## src/rtl/b5sp_pkg.sv

```systemverilog
`timescale 1ns / 1ps
// ----------------------------------------------------------------------------
// b5sp_pkg
// Shared types, constants and symbol decode for the base-5 sequence packer.
// ----------------------------------------------------------------------------
package b5sp_pkg;

   // Width of the shared arithmetic unit; holds 5 * (2^32 - 1) plus a digit.
   localparam int unsigned ACC_W = 36;
   localparam int unsigned DIG_W = 3;

   localparam logic [31:0] TOP32 = 32'hFFFF_FFFF;

   // Action codes
   localparam logic [1:0] ACT_APPEND_NIB = 2'd0;
   localparam logic [1:0] ACT_APPEND_LET = 2'd1;
   localparam logic [1:0] ACT_CONCAT     = 2'd2;
   localparam logic [1:0] ACT_LOAD       = 2'd3;

   // Base digits
   localparam logic [DIG_W-1:0] DIG_N = 3'd0;
   localparam logic [DIG_W-1:0] DIG_A = 3'd1;
   localparam logic [DIG_W-1:0] DIG_C = 3'd2;
   localparam logic [DIG_W-1:0] DIG_G = 3'd3;
   localparam logic [DIG_W-1:0] DIG_T = 3'd4;

   // One-hot nibble codes
   localparam logic [7:0] NIB_A = 8'd1;
   localparam logic [7:0] NIB_C = 8'd2;
   localparam logic [7:0] NIB_G = 8'd4;
   localparam logic [7:0] NIB_T = 8'd8;

   // Upper-case ASCII letters
   localparam logic [7:0] CHR_A = 8'h41;
   localparam logic [7:0] CHR_C = 8'h43;
   localparam logic [7:0] CHR_G = 8'h47;
   localparam logic [7:0] CHR_T = 8'h54;

   typedef struct packed {
      logic [1:0]  action;
      logic [7:0]  base_symbol;
      logic [31:0] packed_operand;
   } req_payload_type;

   typedef struct packed {
      logic [31:0] packed_value;
      logic        is_length_only;
   } rsp_payload_type;

   typedef enum logic [2:0] {
      ST_IDLE,
      ST_APPEND,
      ST_CNT_RUN,
      ST_CNT_OPND,
      ST_JOIN,
      ST_SHIFT,
      ST_FINISH
   } state_type;

   // How the finisher turns the accumulator into a packed value
   typedef enum logic [1:0] {
      FIN_PLAIN,     // saturate to 32 bits
      FIN_CLAMP,     // short append: overflow becomes length limit + 1
      FIN_LONGSUM    // both long: subtract the cut, then saturate
   } fin_mode_type;

   typedef enum logic {
      UOP_ADD,       // a + b
      UOP_MUL5       // a * 5 + b
   } unit_op_type;

   typedef struct packed {
      unit_op_type      op;
      logic [ACC_W-1:0] a;
      logic [ACC_W-1:0] b;
   } unit_req_type;

   // Largest value held in 'limit' base-5 digits; elaboration use only.
   function automatic logic [31:0] cut_of(int unsigned limit);
      logic [31:0] p;
      p = 32'd1;
      for (int unsigned i = 0; i < limit; i++) begin
         p = p * 32'd5;
      end
      return p - 32'd1;
   endfunction

   function automatic logic [DIG_W-1:0] nibble_digit(logic [7:0] code);
      logic [DIG_W-1:0] d;
      case (code)
         NIB_A:   d = DIG_A;
         NIB_C:   d = DIG_C;
         NIB_G:   d = DIG_G;
         NIB_T:   d = DIG_T;
         default: d = DIG_N;
      endcase
      return d;
   endfunction

   function automatic logic [DIG_W-1:0] letter_digit(logic [7:0] ch);
      logic [DIG_W-1:0] d;
      case (ch)
         CHR_A:   d = DIG_A;
         CHR_C:   d = DIG_C;
         CHR_G:   d = DIG_G;
         CHR_T:   d = DIG_T;
         default: d = DIG_N;
      endcase
      return d;
   endfunction

endpackage

```

## src/rtl/b5sp_unit.sv

```systemverilog
`timescale 1ns / 1ps
// ----------------------------------------------------------------------------
// b5sp_unit
// Shared multiply-by-five and add unit, reused every sequencer step.
// ----------------------------------------------------------------------------
module b5sp_unit (
   input  b5sp_pkg::unit_req_type                req,
   output logic [b5sp_pkg::ACC_W-1:0]            y
);
   import b5sp_pkg::*;

   logic [ACC_W-1:0] times5;

   assign times5 = (req.a << 2) + req.a;

   always_comb begin
      unique case (req.op)
         UOP_MUL5: y = times5 + req.b;
         UOP_ADD:  y = req.a + req.b;
         default:  y = req.a + req.b;
      endcase
   end

endmodule

```

## src/rtl/b5sp_finish.sv

```systemverilog
`timescale 1ns / 1ps
// ----------------------------------------------------------------------------
// b5sp_finish
// Turns the accumulator into the 32-bit packed result and its long-form flag.
// ----------------------------------------------------------------------------
module b5sp_finish #(
   parameter int unsigned LEN_LIMIT = 13
) (
   input  logic [b5sp_pkg::ACC_W-1:0]  acc,
   input  b5sp_pkg::fin_mode_type      mode,
   output b5sp_pkg::rsp_payload_type   res
);
   import b5sp_pkg::*;

   localparam logic [31:0] CUT = cut_of(LEN_LIMIT);

   logic [ACC_W-1:0] sat_src;
   logic [31:0]      sat_val;
   logic [31:0]      val;

   // long + long arrives as run + operand; take the cut back out
   assign sat_src = (mode == FIN_LONGSUM) ? (acc - ACC_W'(CUT)) : acc;
   assign sat_val = (sat_src > ACC_W'(TOP32)) ? TOP32 : sat_src[31:0];

   always_comb begin
      unique case (mode)
         FIN_PLAIN:   val = sat_val;
         FIN_LONGSUM: val = sat_val;
         FIN_CLAMP:   val = (acc > ACC_W'(CUT)) ? (CUT + 32'(LEN_LIMIT)) : acc[31:0];
         default:     val = acc[31:0];
      endcase
   end

   assign res.packed_value   = val;
   assign res.is_length_only = (val > CUT);

endmodule

```

## src/rtl/base5_sequence_packer_core.sv

```systemverilog
`timescale 1ns / 1ps
// A load goes straight to the finish step and an append passes through the append
//   step. A concatenate counts the digits of the running value if it is short and
//   of the operand if it is short, joins them, and shifts by the operand's digits
//   if both are short and fitting. A new request is taken only in idle; every
//   digit step goes through the single multiply-by-five adder. Synchronous active-high
//   reset empties the running sequence (zero) and drops any pending result.
// ----------------------------------------------------------------------------
// base5_sequence_packer_core
// Running base-5 packed DNA sequence: append, concatenate and load actions.
// ----------------------------------------------------------------------------
module base5_sequence_packer_core #(
   parameter int unsigned LEN_LIMIT = 13
) (
   input  logic                       clock,
   input  logic                       reset,
   input  logic                       req_valid,
   output logic                       req_ready,
   input  b5sp_pkg::req_payload_type  req_data,
   output logic                       rsp_valid,
   input  logic                       rsp_ready,
   output b5sp_pkg::rsp_payload_type  rsp_data
);
   import b5sp_pkg::*;

   // Cut point: values above it are the length-only long form.
   localparam logic [31:0] CUT   = cut_of(LEN_LIMIT);
   localparam int unsigned CNT_W = $clog2(LEN_LIMIT + 1);

   // Sequencer state and working registers
   state_type          state_ff,     state_in;
   logic [31:0]        run_ff,       run_in;        // running packed value
   logic [ACC_W-1:0]   acc_ff,       acc_in;        // power of five / partial result
   logic [CNT_W-1:0]   ls_ff,        ls_in;         // digits in running value
   logic [CNT_W-1:0]   lo_ff,        lo_in;         // digits in operand, then shift count
   fin_mode_type       mode_ff,      mode_in;
   logic [31:0]        opnd_ff,      opnd_in;
   logic [DIG_W-1:0]   digit_ff,     digit_in;
   logic               run_long_ff,  run_long_in;
   logic               opnd_long_ff, opnd_long_in;
   logic               rsp_valid_ff, rsp_valid_in;
   rsp_payload_type    rsp_data_ff,  rsp_data_in;

   unit_req_type       unit_req;
   logic [ACC_W-1:0]   unit_y;
   rsp_payload_type    fin_res;
   logic [CNT_W:0]     len_sum;
   logic               rsp_load;

   b5sp_unit u_unit (
      .req (unit_req),
      .y   (unit_y)
   );

   b5sp_finish #(
      .LEN_LIMIT (LEN_LIMIT)
   ) u_finish (
      .acc  (acc_ff),
      .mode (mode_ff),
      .res  (fin_res)
   );

   assign len_sum = {1'b0, ls_ff} + {1'b0, lo_ff};

   // ------------------------------------------------------------------------
   // Sequencer: next state and datapath control
   // ------------------------------------------------------------------------
   always_comb begin
      state_in     = state_ff;
      acc_in       = acc_ff;
      ls_in        = ls_ff;
      lo_in        = lo_ff;
      mode_in      = mode_ff;
      opnd_in      = opnd_ff;
      digit_in     = digit_ff;
      run_long_in  = run_long_ff;
      opnd_long_in = opnd_long_ff;
      unit_req.op  = UOP_ADD;
      unit_req.a   = ACC_W'(run_ff);
      unit_req.b   = '0;
      req_ready    = 1'b0;
      rsp_load     = 1'b0;

      unique case (state_ff)
         ST_IDLE: begin
            req_ready = 1'b1;
            if (req_valid) begin
               opnd_in      = req_data.packed_operand;
               digit_in     = (req_data.action == ACT_APPEND_NIB) ?
                              nibble_digit(req_data.base_symbol) :
                              letter_digit(req_data.base_symbol);
               run_long_in  = (run_ff > CUT);
               opnd_long_in = (req_data.packed_operand > CUT);
               ls_in        = '0;
               lo_in        = '0;
               acc_in       = ACC_W'(1);   // first power of five for digit counting
               unique case (req_data.action) inside
                  ACT_APPEND_NIB, ACT_APPEND_LET: begin
                     state_in = ST_APPEND;
                  end
                  ACT_CONCAT: begin
                     if (!run_long_in) begin
                        state_in = ST_CNT_RUN;
                     end else if (!opnd_long_in) begin
                        state_in = ST_CNT_OPND;
                     end else begin
                        state_in = ST_JOIN;
                     end
                  end
                  default: begin   // load takes the operand as is
                     acc_in   = ACC_W'(req_data.packed_operand);
                     mode_in  = FIN_PLAIN;
                     state_in = ST_FINISH;
                  end
               endcase
            end
         end

         ST_APPEND: begin
            if (run_long_ff) begin
               // long form just grows by one base
               unit_req.op = UOP_ADD;
               unit_req.b  = ACC_W'(1);
               mode_in     = FIN_PLAIN;
            end else begin
               unit_req.op = UOP_MUL5;
               unit_req.b  = ACC_W'(digit_ff);
               mode_in     = FIN_CLAMP;
            end
            acc_in   = unit_y;
            state_in = ST_FINISH;
         end

         ST_CNT_RUN: begin
            // count digits: raise the power of five until it exceeds the value
            if (acc_ff <= ACC_W'(run_ff)) begin
               unit_req.op = UOP_MUL5;
               unit_req.a  = acc_ff;
               acc_in      = unit_y;
               ls_in       = ls_ff + CNT_W'(1);
            end else if (!opnd_long_ff) begin
               acc_in   = ACC_W'(1);
               state_in = ST_CNT_OPND;
            end else begin
               state_in = ST_JOIN;
            end
         end

         ST_CNT_OPND: begin
            if (acc_ff <= ACC_W'(opnd_ff)) begin
               unit_req.op = UOP_MUL5;
               unit_req.a  = acc_ff;
               acc_in      = unit_y;
               lo_in       = lo_ff + CNT_W'(1);
            end else begin
               state_in = ST_JOIN;
            end
         end

         ST_JOIN: begin
            unit_req.op = UOP_ADD;
            mode_in     = FIN_PLAIN;
            state_in    = ST_FINISH;
            if (run_long_ff && opnd_long_ff) begin
               unit_req.b = ACC_W'(opnd_ff);
               mode_in    = FIN_LONGSUM;
            end else if (run_long_ff) begin
               unit_req.b = ACC_W'(lo_ff);
            end else if (opnd_long_ff) begin
               unit_req.a = ACC_W'(opnd_ff);
               unit_req.b = ACC_W'(ls_ff);
            end else if (len_sum > (CNT_W + 1)'(LEN_LIMIT)) begin
               // too long together: length-only form of the combined length
               unit_req.a = ACC_W'(CUT);
               unit_req.b = ACC_W'(len_sum - (CNT_W + 1)'(1));
            end else begin
               state_in = ST_SHIFT;   // acc takes the running value
            end
            acc_in = unit_y;
         end

         ST_SHIFT: begin
            unit_req.a = acc_ff;
            if (lo_ff != '0) begin
               unit_req.op = UOP_MUL5;   // shift up one digit
               lo_in       = lo_ff - CNT_W'(1);
            end else begin
               unit_req.op = UOP_ADD;
               unit_req.b  = ACC_W'(opnd_ff);
               mode_in     = FIN_PLAIN;
               state_in    = ST_FINISH;
            end
            acc_in = unit_y;
         end

         ST_FINISH: begin
            // wait for the output register to free up
            if (!rsp_valid_ff || rsp_ready) begin
               rsp_load = 1'b1;
               state_in = ST_IDLE;
            end
         end

         default: begin
            state_in = ST_IDLE;
         end
      endcase
   end

   // Output register and running value update together
   always_comb begin
      run_in       = run_ff;
      rsp_data_in  = rsp_data_ff;
      rsp_valid_in = rsp_valid_ff;
      if (rsp_load) begin
         run_in       = fin_res.packed_value;
         rsp_data_in  = fin_res;
         rsp_valid_in = 1'b1;
      end else if (rsp_ready) begin
         rsp_valid_in = 1'b0;
      end
   end

   always_ff @(posedge clock) begin
      if (reset) begin
         state_ff     <= ST_IDLE;
         run_ff       <= '0;
         rsp_valid_ff <= 1'b0;
      end else begin
         state_ff     <= state_in;
         run_ff       <= run_in;
         rsp_valid_ff <= rsp_valid_in;
      end
   end

   always_ff @(posedge clock) begin
      acc_ff       <= acc_in;
      ls_ff        <= ls_in;
      lo_ff        <= lo_in;
      mode_ff      <= mode_in;
      opnd_ff      <= opnd_in;
      digit_ff     <= digit_in;
      run_long_ff  <= run_long_in;
      opnd_long_ff <= opnd_long_in;
      rsp_data_ff  <= rsp_data_in;
   end

   assign rsp_valid = rsp_valid_ff;
   assign rsp_data  = rsp_data_ff;

`ifndef ASSERT_OFF
   // A pending result always matches the running value it came from
   a_rsp_tracks_run: assert property (@(posedge clock) disable iff (reset)
      rsp_valid_ff |-> (rsp_data_ff.packed_value == run_ff))
      else $error("pending result differs from running value");

   // Long-form flag agrees with the value
   a_flag_matches: assert property (@(posedge clock) disable iff (reset)
      rsp_valid_ff |-> (rsp_data_ff.is_length_only == (rsp_data_ff.packed_value > CUT)))
      else $error("is_length_only inconsistent with packed_value");

   // Digit shifting only happens when both sides are short
   a_shift_short: assert property (@(posedge clock) disable iff (reset)
      (state_ff == ST_SHIFT) |-> (!run_long_ff && !opnd_long_ff))
      else $error("digit shift with a long-form side");

   // Digit counts never pass the length limit
   a_count_bound: assert property (@(posedge clock) disable iff (reset)
      ((state_ff == ST_CNT_RUN) || (state_ff == ST_CNT_OPND)) |->
      ((ls_ff <= CNT_W'(LEN_LIMIT)) && (lo_ff <= CNT_W'(LEN_LIMIT))))
      else $error("digit count beyond length limit");

   // An accepted transaction always leaves idle
   a_accept_busy: assert property (@(posedge clock) disable iff (reset)
      (req_valid && req_ready) |=> (state_ff != ST_IDLE))
      else $error("sequencer stayed idle after accept");
`endif

endmodule
```

## config.mk

```make
export PLATFORM = sky130hd
export DESIGN_NAME = base5_sequence_packer_core
export DESIGN_NICKNAME = d
export VERILOG_FILES = /design/src/rtl/b5sp_pkg.sv /design/src/rtl/b5sp_unit.sv /design/src/rtl/b5sp_finish.sv /design/src/rtl/base5_sequence_packer_core.sv
export SDC_FILE = /design/constraint.sdc
export NUM_CORES = 1
export LEC_CHECK = 0
export BUFFER_PORTS_ARGS = -buffer_cell sky130_fd_sc_hd__buf_4
export CORE_MARGIN = 4
export CORE_UTILIZATION = 40
export DETAILED_ROUTE_END_ITERATION = 8
export PLACE_DENSITY = 0.66
export SLEW_MARGIN = 25
export SYNTH_ARGS = -nofsm -noshare
export SYNTH_HDL_FRONTEND = slang
export SYNTH_HIERARCHICAL = 1
export SYNTH_SLANG_ARGS = --single-unit
```

## constraint.sdc

```tcl
create_clock -name clock -period 8.9 [get_ports clock]
set_clock_uncertainty 0.1 [all_clocks]
set_input_delay 1.78 -clock clock [delete_from_list [all_inputs] [get_ports clock]]
set_output_delay 1.78 -clock clock [all_outputs]
set_load 0.01 [all_outputs]
```

==> impl_metrics.tcl, run 1 <==
set metrics [dict create \
    finalSetupViolations 0 \
    power.share.clock_pct 12.9 \
    syn_inst 1861 \
    drc 0 \
    wl_met2_mm 22.8 \
    r2r-start "acc_ff[17]$_DFFE_PP_" \
    multi_input_area_mm2 0.0107 \
    synth.largest_area_cell "sky130_fd_sc_hd__edfxtp_1" \
    maxCapViolCount 0 \
    largest_net_degree_at_the_start_of_global_routing 66 \
    die_area_mm2 0.0424 \
    overall_die_width_um 206 \
    switchingPower_mw 2.92 \
    min_delay_path_depth 2 \
    via_per_inst 6.21 \
    initial_utilization_pct 40.5 \
    cts_inserted_buffers 17 \
    fin_nets 2128 \
    worst_hold_slack_ns 0.418 \
    hold_buffers 0 \
    leakagePower_nw 7.07 \
    yosys.area.top_type_share_pct 22.2 \
    synth.yosys.warnings 6 \
    syn_to_layout_area_delta_pct 10.4 \
    pwr_per_cell_area_mw_per_mm2 327 \
    setup.reg_to_reg.worst_slack_ns 1.23 \
    synthesized_flop_and_latch_total 152 \
    final.min_clock_period_ns 7.67 \
    timing_worst_setup_path_type "reg2reg" \
    unrepaired_setup_endpoints_after_global_routing "no" \
    grt_pass1_wl_mm 81.5 \
    sw_frac_of_total_pct 51.7 \
    post-cts-setup-buffer-count 0 \
    critical_path_peak_fanout 19 \
    postSynth.topFlopCell "sky130_fd_sc_hd__edfxtp_1" \
    antenna_found_initial 0 \
    final.setup.tns_ns 0 \
    firstDrtPassIters 6 \
    met3RoutedLength_mm 3.95 \
    clk_pin_slew_ns 0.07 \
    cts_max_path_buffers 2 \
    port-buffer-count 80 \
    synth.area.top_cells "sky130_fd_sc_hd__edfxtp_1 22%, sky130_fd_sc_hd__ha_1 11%, sky130_fd_sc_hd__a21oi_1 6.1%, sky130_fd_sc_hd__fa_1 4.7%, sky130_fd_sc_hd__dfxtp_1 4.6%" \
    die_h_um 206 \
    met1Wirelength_mm 23.9 \
    std_cell_rows 72 \
    worst_path_cell_chain "ha_1 > nand4_1 > nor4_1 > nor3b_2 > a31o_2 > a31oi_1 > o211ai_1 > or3b_1 > a221o_1 > fa_1 > inv_1 > fa_1 > nand2b_1 > a21oi_1 > a41o_1 > nand4_1 > nand3_1 > a41oi_1 > a21oi_1 > mux2i_1 > a211oi_2 > xnor2_1 > and2_1" \
    crit_required_ns 8.99 \
    first_global_vias 14200 \
    route.antenna.remaining_nets 0 \
    reg2reg_depth 23 \
    finalWorstSetupSlack_ns 1.23 \
    antenna-diode-count 0 \
    slew_violations 0 \
    library_cells_used_by_synthesis 104 \
    cts-htree-levels 4 \
    worst_path_max_delay_cell "sky130_fd_sc_hd__or3b_1" \
    clock_sinks 152 \
    clock_latency_on_the_worst_skew_pair_ns 0.44 \
    place.gp.congestion 0.999 \
    power.share.sequential_pct 25.7 \
    worst-slew-pin-transition_ns 0.903 \
    crit-reg2reg-capture "acc_ff[35]$_DFFE_PP_" \
    worstHoldPathType "reg2reg" \
    worst_hold_endpoint "run_ff[21]$_SDFFE_PP0P_" \
    vdd.ir_drop.worst_mv 0.166 \
    top_layer_used "met4" \
    final_min_period_over_clock_period_pct 86.2 \
    power_report.internal_total_mw 2.73 \
    result_of_the_run "completed" \
    dp_hpwl_mm 41.6 \
    avgSynthCellArea_um2 8.43 \
    tritoncts_clock_tree "built" \
    relSlewSlack_pct 39.0 \
    floorplan.io_pins 81 \
    pre_cts_ws_ns 1.29 \
    critPathTopFamily "compound AO/OA/AOI/OAI gates" \
    post_cts.resized_instances 0 \
    wl_per_cell_um 21.6 \
    async_flop_share_pct 0 \
    total_count_of_hold_check_failures_in_the_final_report 0 \
    synth-edff-count 116 \
    cts_root_buf "sky130_fd_sc_hd__clkbuf_16" \
    worstSetupEndpointType "register" \
    crit_arrival_ns 7.76 \
    n_fill_cell 3850 \
    seq_area_mm2 0.00420 \
    hold_path.startpoint "run_ff[21]$_SDFFE_PP0P_" \
    layout-drive-gt1-share_pct 10.0 \
    synth_area_mm2 0.0157 \
    worst_setup_path_start_kind "register" \
    max_clock_freq_mhz 130 \
    timing.critical_path.buf_inv 1 \
    sequential_to_total_area_share_from_yosys_stat_pct 26.8 \
    drt-initial-drc-count 1553 \
    via_count 15100 \
    totalWireLength_mm 52.6 \
    coreArea_mm2 0.0387 \
    crit_path_max_incr_delay_ns 0.78 \
    grt_usage_pct 24.3 \
    grt_overflow 0 \
    power.combinational.fraction_pct 61.3 \
]
## registers in the layout, summed over array words and instances, names as in the netlist
| name | count |
|---|---|
| rsp_valid | 1 |
| lo_ff | 4 |
| mode_ff | 2 |
| digit_ff | 3 |
| run_long_ff | 1 |
| rsp_data | 33 |
| acc_ff | 36 |
| opnd_ff | 32 |
| ls_ff | 4 |
| state_ff | 3 |
| run_ff | 32 |
| opnd_long_ff | 1 |
## Yosys cell counts, types with 17 or more instances
cell / number
sky130_fd_sc_hd__clkbuf_1: 59
sky130_fd_sc_hd__a211oi_1: 19
sky130_fd_sc_hd__xnor2_1: 45
sky130_fd_sc_hd__a21oi_1: 192
sky130_fd_sc_hd__and2_1: 17
sky130_fd_sc_hd__ha_1: 144
sky130_fd_sc_hd__nand2_1: 192
sky130_fd_sc_hd__dfxtp_1: 36
sky130_fd_sc_hd__a221o_1: 26
sky130_fd_sc_hd__xor2_1: 24
sky130_fd_sc_hd__a22o_1: 33
sky130_fd_sc_hd__a21o_1: 43
sky130_fd_sc_hd__nor4_1: 22
sky130_fd_sc_hd__nor3b_1: 17
sky130_fd_sc_hd__nand2b_1: 28
sky130_fd_sc_hd__nor2_1: 122
sky130_fd_sc_hd__nand3_1: 36
sky130_fd_sc_hd__nor3_1: 75
sky130_fd_sc_hd__and3_1: 22
sky130_fd_sc_hd__o21ai_0: 85
sky130_fd_sc_hd__edfxtp_1: 116
sky130_fd_sc_hd__or2_2: 19
sky130_fd_sc_hd__a31oi_1: 17
sky130_fd_sc_hd__inv_1: 111
sky130_fd_sc_hd__fa_1: 37
sky130_fd_sc_hd__nand4_1: 31
## power by group through the flow
stage	registers (mW)	clock network [mW]	logic, mW
6_report	1.46	0.731	3.47
2_1_floorplan	1.26	0	2.55
5_1_grt	1.48	0.772	3.80
4_1_cts	1.44	0.737	3.40
3_5_place_dp	1.45	0	3.37
3_3_place_gp	1.45	0	3.33
## cell usage in the layout, fill, tap and decap left out, types with 16 or more instances in the layout
master	instances
sky130_fd_sc_hd__clkbuf_16	17
sky130_fd_sc_hd__nor2_1	122
sky130_fd_sc_hd__o21ai_1	16
sky130_fd_sc_hd__xnor2_1	45
sky130_fd_sc_hd__and2_1	17
sky130_fd_sc_hd__a31oi_1	17
sky130_fd_sc_hd__a21oi_1	190
sky130_fd_sc_hd__nor3_1	75
sky130_fd_sc_hd__nor3b_1	17
sky130_fd_sc_hd__xor2_1	24
sky130_fd_sc_hd__nand4_1	31
sky130_fd_sc_hd__inv_1	110
sky130_fd_sc_hd__and3_1	22
sky130_fd_sc_hd__nand3_1	36
sky130_fd_sc_hd__nand2b_1	28
sky130_fd_sc_hd__ha_1	144
sky130_fd_sc_hd__nor4_1	22
sky130_fd_sc_hd__or2_2	19
sky130_fd_sc_hd__fa_1	37
sky130_fd_sc_hd__a221o_1	26
sky130_fd_sc_hd__o21ai_0	85
sky130_fd_sc_hd__nor2b_1	16
sky130_fd_sc_hd__buf_4	96
sky130_fd_sc_hd__a211oi_1	19
sky130_fd_sc_hd__a21o_1	43
sky130_fd_sc_hd__edfxtp_1	116
sky130_fd_sc_hd__nand2_1	192
sky130_fd_sc_hd__dfxtp_1	36
sky130_fd_sc_hd__a22o_1	33
## worst max-delay path by stage
stage                     slack (ns)                   end  depth (start not counted)              startpoint
after global placement          1.55  acc_ff[35]$_DFFE_PP_                         23    acc_ff[17]$_DFFE_PP_
after CTS                       1.26  acc_ff[35]$_DFFE_PP_                         23    acc_ff[17]$_DFFE_PP_
after detailed placement        1.29  acc_ff[35]$_DFFE_PP_                         23    acc_ff[17]$_DFFE_PP_
final                           1.23  acc_ff[35]$_DFFE_PP_                         23    acc_ff[17]$_DFFE_PP_
after global routing            0.70  acc_ff[35]$_DFFE_PP_                         24    acc_ff[17]$_DFFE_PP_
after floorplan                 2.72  acc_ff[29]$_DFFE_PP_                         25  lo_ff[0]$_SDFFCE_PN0P_
## cells by family after synthesis
| family | count (synthesis) | share of synthesized area (%) |
|---|---|---|
| and+or+nand+nor | 668 | 22.2 |
| AOI/OAI and AO/OA | 585 | 25.1 |
| buffers and inverters | 192 | 4.92 |
| adders and majority gates | 181 | 16.2 |
| DFF | 152 | 26.8 |
| xor gates and xnor gates | 69 | 3.85 |
| muxes | 13 | 0.925 |
| other | 1 | 0.0239 |
## metrics by stage
stage               total power [mW]  util (%)  area (um2)  cells
floorplan                       3.81         -       15700   1867
CTS                             5.57      44.7       17300   2432
global route                    6.05      44.7       17300   2432
global placement                4.78      43.2       16700   2400
finish                          5.65      44.7       17300   2432
detailed placement              4.82      43.2       16700   2400
## metal layers
metal	global-route usage, %	up-vias
met2	37.6	734
li1	-	7054
met3	2.01	112
met4	8.89	0
met5	0	-
met1	35.6	7205
## worst reg2reg max path, cell delays in order, from the launching register on
cell and delay (ns):
sky130_fd_sc_hd__edfxtp_1 0.60, sky130_fd_sc_hd__ha_1 0.42, sky130_fd_sc_hd__nand4_1 0.19, sky130_fd_sc_hd__nor4_1 0.40, sky130_fd_sc_hd__nor3b_2 0.32, sky130_fd_sc_hd__a31o_2 0.22, sky130_fd_sc_hd__a31oi_1 0.07, sky130_fd_sc_hd__o211ai_1 0.61
sky130_fd_sc_hd__or3b_1 0.78, sky130_fd_sc_hd__a221o_1 0.49, sky130_fd_sc_hd__fa_1 0.56, sky130_fd_sc_hd__inv_1 0.06, sky130_fd_sc_hd__fa_1 0.37, sky130_fd_sc_hd__nand2b_1 0.19, sky130_fd_sc_hd__a21oi_1 0.29, sky130_fd_sc_hd__a41o_1 0.27
sky130_fd_sc_hd__nand4_1 0.17, sky130_fd_sc_hd__nand3_1 0.20, sky130_fd_sc_hd__a41oi_1 0.27, sky130_fd_sc_hd__a21oi_1 0.29, sky130_fd_sc_hd__mux2i_1 0.25, sky130_fd_sc_hd__a211oi_2 0.06, sky130_fd_sc_hd__xnor2_1 0.12, sky130_fd_sc_hd__and2_1 0.13
## cell type report
cell class / instances / area share, %
multi-input combinational: 1523 / 62.0
inverter: 111 / 2.42
timing repair buffer: 96 / 4.16
sequential: 152 / 24.3
clock buffer: 17 / 2.46
tap: 518 / 3.74
clock inverter: 15 / 0.903
Power figures use the tool's default switching activity.
==> inputs of run 2 (changes only) <==
- CORE_ASPECT_RATIO: default -> 1.25
==> run 2 against run 1 <==
Effect of this change:
- register-to-register slack got worse by 0.28 ns
- routed wire length shrank 1.4%
- sequential cell count stayed put
- first-iteration DRC count is 11% higher
- utilization up 0.31 points
- worst setup slack got worse by 0.28 ns
==> impl_metrics.tcl, run 2 (synthesis results as in run 1) <==
set metrics [dict create \
    largest_net_degree_at_the_start_of_global_routing 66 \
    antenna_found_initial 0 \
    r2r-start "acc_ff[17]$_DFFE_PP_" \
    tritoncts_clock_tree "built" \
    relSlewSlack_pct 40.5 \
    regMostFlops "acc_ff" \
    multi_input_area_mm2 0.0107 \
    final.setup.tns_ns 0 \
    cts_inserted_buffers 17 \
    grt_usage_pct 24.1 \
    fin_nets 2131 \
    timing.critical_path.buf_inv 0 \
    die_area_mm2 0.0425 \
    floorplan.io_pins 81 \
    worst-slew-pin-transition_ns 0.880 \
    total_count_of_hold_check_failures_in_the_final_report 0 \
    worst_setup_path_endpoint "acc_ff[32]$_DFFE_PP_" \
    worst_path_max_delay_cell "sky130_fd_sc_hd__or3b_1" \
    cts_max_path_buffers 2 \
    slew_violations 0 \
    vdd.ir_drop.worst_mv 0.131 \
    clock_sinks 152 \
    max_clock_freq_mhz 126 \
    critPathTopFamily "compound AO/OA/AOI/OAI gates" \
    met1Wirelength_mm 22.3 \
    timing.critical_path.from "acc_ff[17]$_DFFE_PP_" \
    port-buffer-count 80 \
    via_count 15000 \
    route.antenna.remaining_nets 0 \
    wl_met2_mm 23.9 \
    placement.cell_area_mm2 0.0167 \
    final_cell_mix "192 x sky130_fd_sc_hd__nand2_1, 190 x sky130_fd_sc_hd__a21oi_1, 144 x sky130_fd_sc_hd__ha_1" \
    overall_die_width_um 185 \
    crit_path_max_incr_delay_ns 0.75 \
    worstHoldPathType "reg2reg" \
    via_per_inst 6.22 \
    sw_frac_of_total_pct 50.9 \
    setup.reg_to_reg.worst_slack_ns 0.95 \
    clock_latency_on_the_worst_skew_pair_ns 0.45 \
    std_cell_rows 80 \
    initial_utilization_pct 40.8 \
    first_global_vias 14400 \
    power.share.sequential_pct 25.6 \
    pwr_per_cell_area_mw_per_mm2 325 \
    drc 0 \
    result_of_the_run "completed" \
    worst_setup_path_start_kind "register" \
    n_fill_cell 3837 \
    path_depth 22 \
    unrepaired_setup_endpoints_after_global_routing "no" \
    die_h_um 229 \
    finalSetupViolations 0 \
    wl_per_cell_um 21.5 \
    power.share.clock_pct 12.8 \
    cts_root_buf "sky130_fd_sc_hd__clkbuf_16" \
    largest_reg_flops 36 \
    reg2reg_depth 22 \
    dp_hpwl_mm 41.2 \
    timing_worst_setup_path_type "reg2reg" \
    power_report.internal_total_mw 2.76 \
    layout-drive-gt1-share_pct 10.1 \
    final_common_cell "sky130_fd_sc_hd__nand2_1" \
    leakagePower_nw 7.06 \
    post-cts-setup-buffer-count 0 \
    switchingPower_mw 2.86 \
    totalWireLength_mm 51.8 \
    post_cts.resized_instances 0 \
    firstDrtPassIters 6 \
    antenna-diode-count 0 \
    top_layer_used "met4" \
    power.combinational.fraction_pct 61.5 \
    finalInstanceArea_mm2 0.0173 \
    critical-path-top-cell-by-count "sky130_fd_sc_hd__o21ai_1" \
    crit-reg2reg-capture "acc_ff[32]$_DFFE_PP_" \
    worst_hold_slack_ns 0.408 \
    final.min_clock_period_ns 7.95 \
    grt_overflow 0 \
    critical_path_peak_fanout 19 \
    crit_required_ns 9.00 \
    worstSetupEndpointType "register" \
    coreArea_mm2 0.0384 \
    grt_pass1_wl_mm 80.8 \
    worst_path_cell_chain "ha_1 > nand4_1 > nor4_1 > nor3b_2 > a31o_2 > a31oi_1 > o211ai_1 > or3b_1 > a221o_1 > fa_1 > ha_1 > a21oi_1 > o22ai_1 > o21ai_1 > a21boi_0 > o21ai_1 > a21oi_1 > or4_1 > a31oi_1 > xor2_1 > o21ai_1 > and2_1" \
    post-route-util_pct 45.0 \
    hold_buffers 0 \
    final_min_period_over_clock_period_pct 89.3 \
    crit_arrival_ns 8.05 \
    met3RoutedLength_mm 3.00 \
    syn_to_layout_area_delta_pct 10.3 \
    min_delay_path_depth 2 \
    drt-initial-drc-count 1726 \
    seq_area_mm2 0.00420 \
    cts-htree-levels 4 \
    place.gp.congestion 0.964 \
    clk_pin_slew_ns 0.06 \
    maxCapViolCount 0 \
]
[run 2: cell types whose count changed in the layout (fill, tap and decap cells not counted), sizes merged]
cell      before  now
inv          120  111
clkinvlp       1    6
buf           96   99
clkbuf        17   20
bufinv         1    2
[run 2: worst min path at each step]
stage,from,endpoint,slack [ns]
after global routing,run_ff[20]$_SDFFE_PP0P_,run_ff[20]$_SDFFE_PP0P_,0.43
after floorplan,run_ff[23]$_SDFFE_PP0P_,run_ff[23]$_SDFFE_PP0P_,0.36
after global placement,run_ff[20]$_SDFFE_PP0P_,run_ff[20]$_SDFFE_PP0P_,0.39
final,run_ff[31]$_SDFFE_PP0P_,run_ff[31]$_SDFFE_PP0P_,0.41
after detailed placement,run_ff[20]$_SDFFE_PP0P_,run_ff[20]$_SDFFE_PP0P_,0.40
after CTS,run_ff[20]$_SDFFE_PP0P_,run_ff[20]$_SDFFE_PP0P_,0.41
[run 2: worst register-to-register path, stage by stage, from the launching register on]
cell and delay, ns:
sky130_fd_sc_hd__edfxtp_1 0.59, sky130_fd_sc_hd__ha_1 0.40, sky130_fd_sc_hd__nand4_1 0.19, sky130_fd_sc_hd__nor4_1 0.38, sky130_fd_sc_hd__nor3b_2 0.34, sky130_fd_sc_hd__a31o_2 0.24, sky130_fd_sc_hd__a31oi_1 0.08, sky130_fd_sc_hd__o211ai_1 0.61
sky130_fd_sc_hd__or3b_1 0.75, sky130_fd_sc_hd__a221o_1 0.49, sky130_fd_sc_hd__fa_1 0.50, sky130_fd_sc_hd__ha_1 0.29, sky130_fd_sc_hd__a21oi_1 0.22, sky130_fd_sc_hd__o22ai_1 0.14, sky130_fd_sc_hd__o21ai_1 0.37, sky130_fd_sc_hd__a21boi_0 0.24
sky130_fd_sc_hd__o21ai_1 0.30, sky130_fd_sc_hd__a21oi_1 0.15, sky130_fd_sc_hd__or4_1 0.51, sky130_fd_sc_hd__a31oi_1 0.40, sky130_fd_sc_hd__xor2_1 0.18, sky130_fd_sc_hd__o21ai_1 0.07, sky130_fd_sc_hd__and2_1 0.14
[run 2: per-stage QoR]
stage	worst slack [ns]	instances	total power [mW]
after floorplan	2.72	1867	3.81
after global placement	1.20	2377	4.76
after detailed placement	1.08	2377	4.81
after CTS	1.08	2409	5.55
after global routing	0.581	2409	6.03
final	0.950	2409	5.62
[run 2: final cells by class]
cell class	count	area share (%)
Inverter	111	2.42
Clock buffer	20	2.58
Timing Repair Buffer	99	4.30
Tap cell	492	3.56
Multi-Input combinational cell	1523	62.1
Clock inverter	12	0.745
Sequential cell	152	24.3
[run 2: metal layers]
layer / global-route usage (%) / vias to the layer above
li1: - / 7049
met1: 32.2 / 7157
met2: 38.6 / 627
met3: 2.92 / 146
met4: 11.5 / 0
met5: 0 / -
[run 2: power by group through the flow]
stage	registers (mW)	clock network (mW)	logic, mW
after floorplan	1.26	0	2.55
after detailed placement	1.44	0	3.37
final	1.44	0.720	3.46
after global placement	1.43	0	3.33
after CTS	1.42	0.732	3.40
after global routing	1.47	0.760	3.80
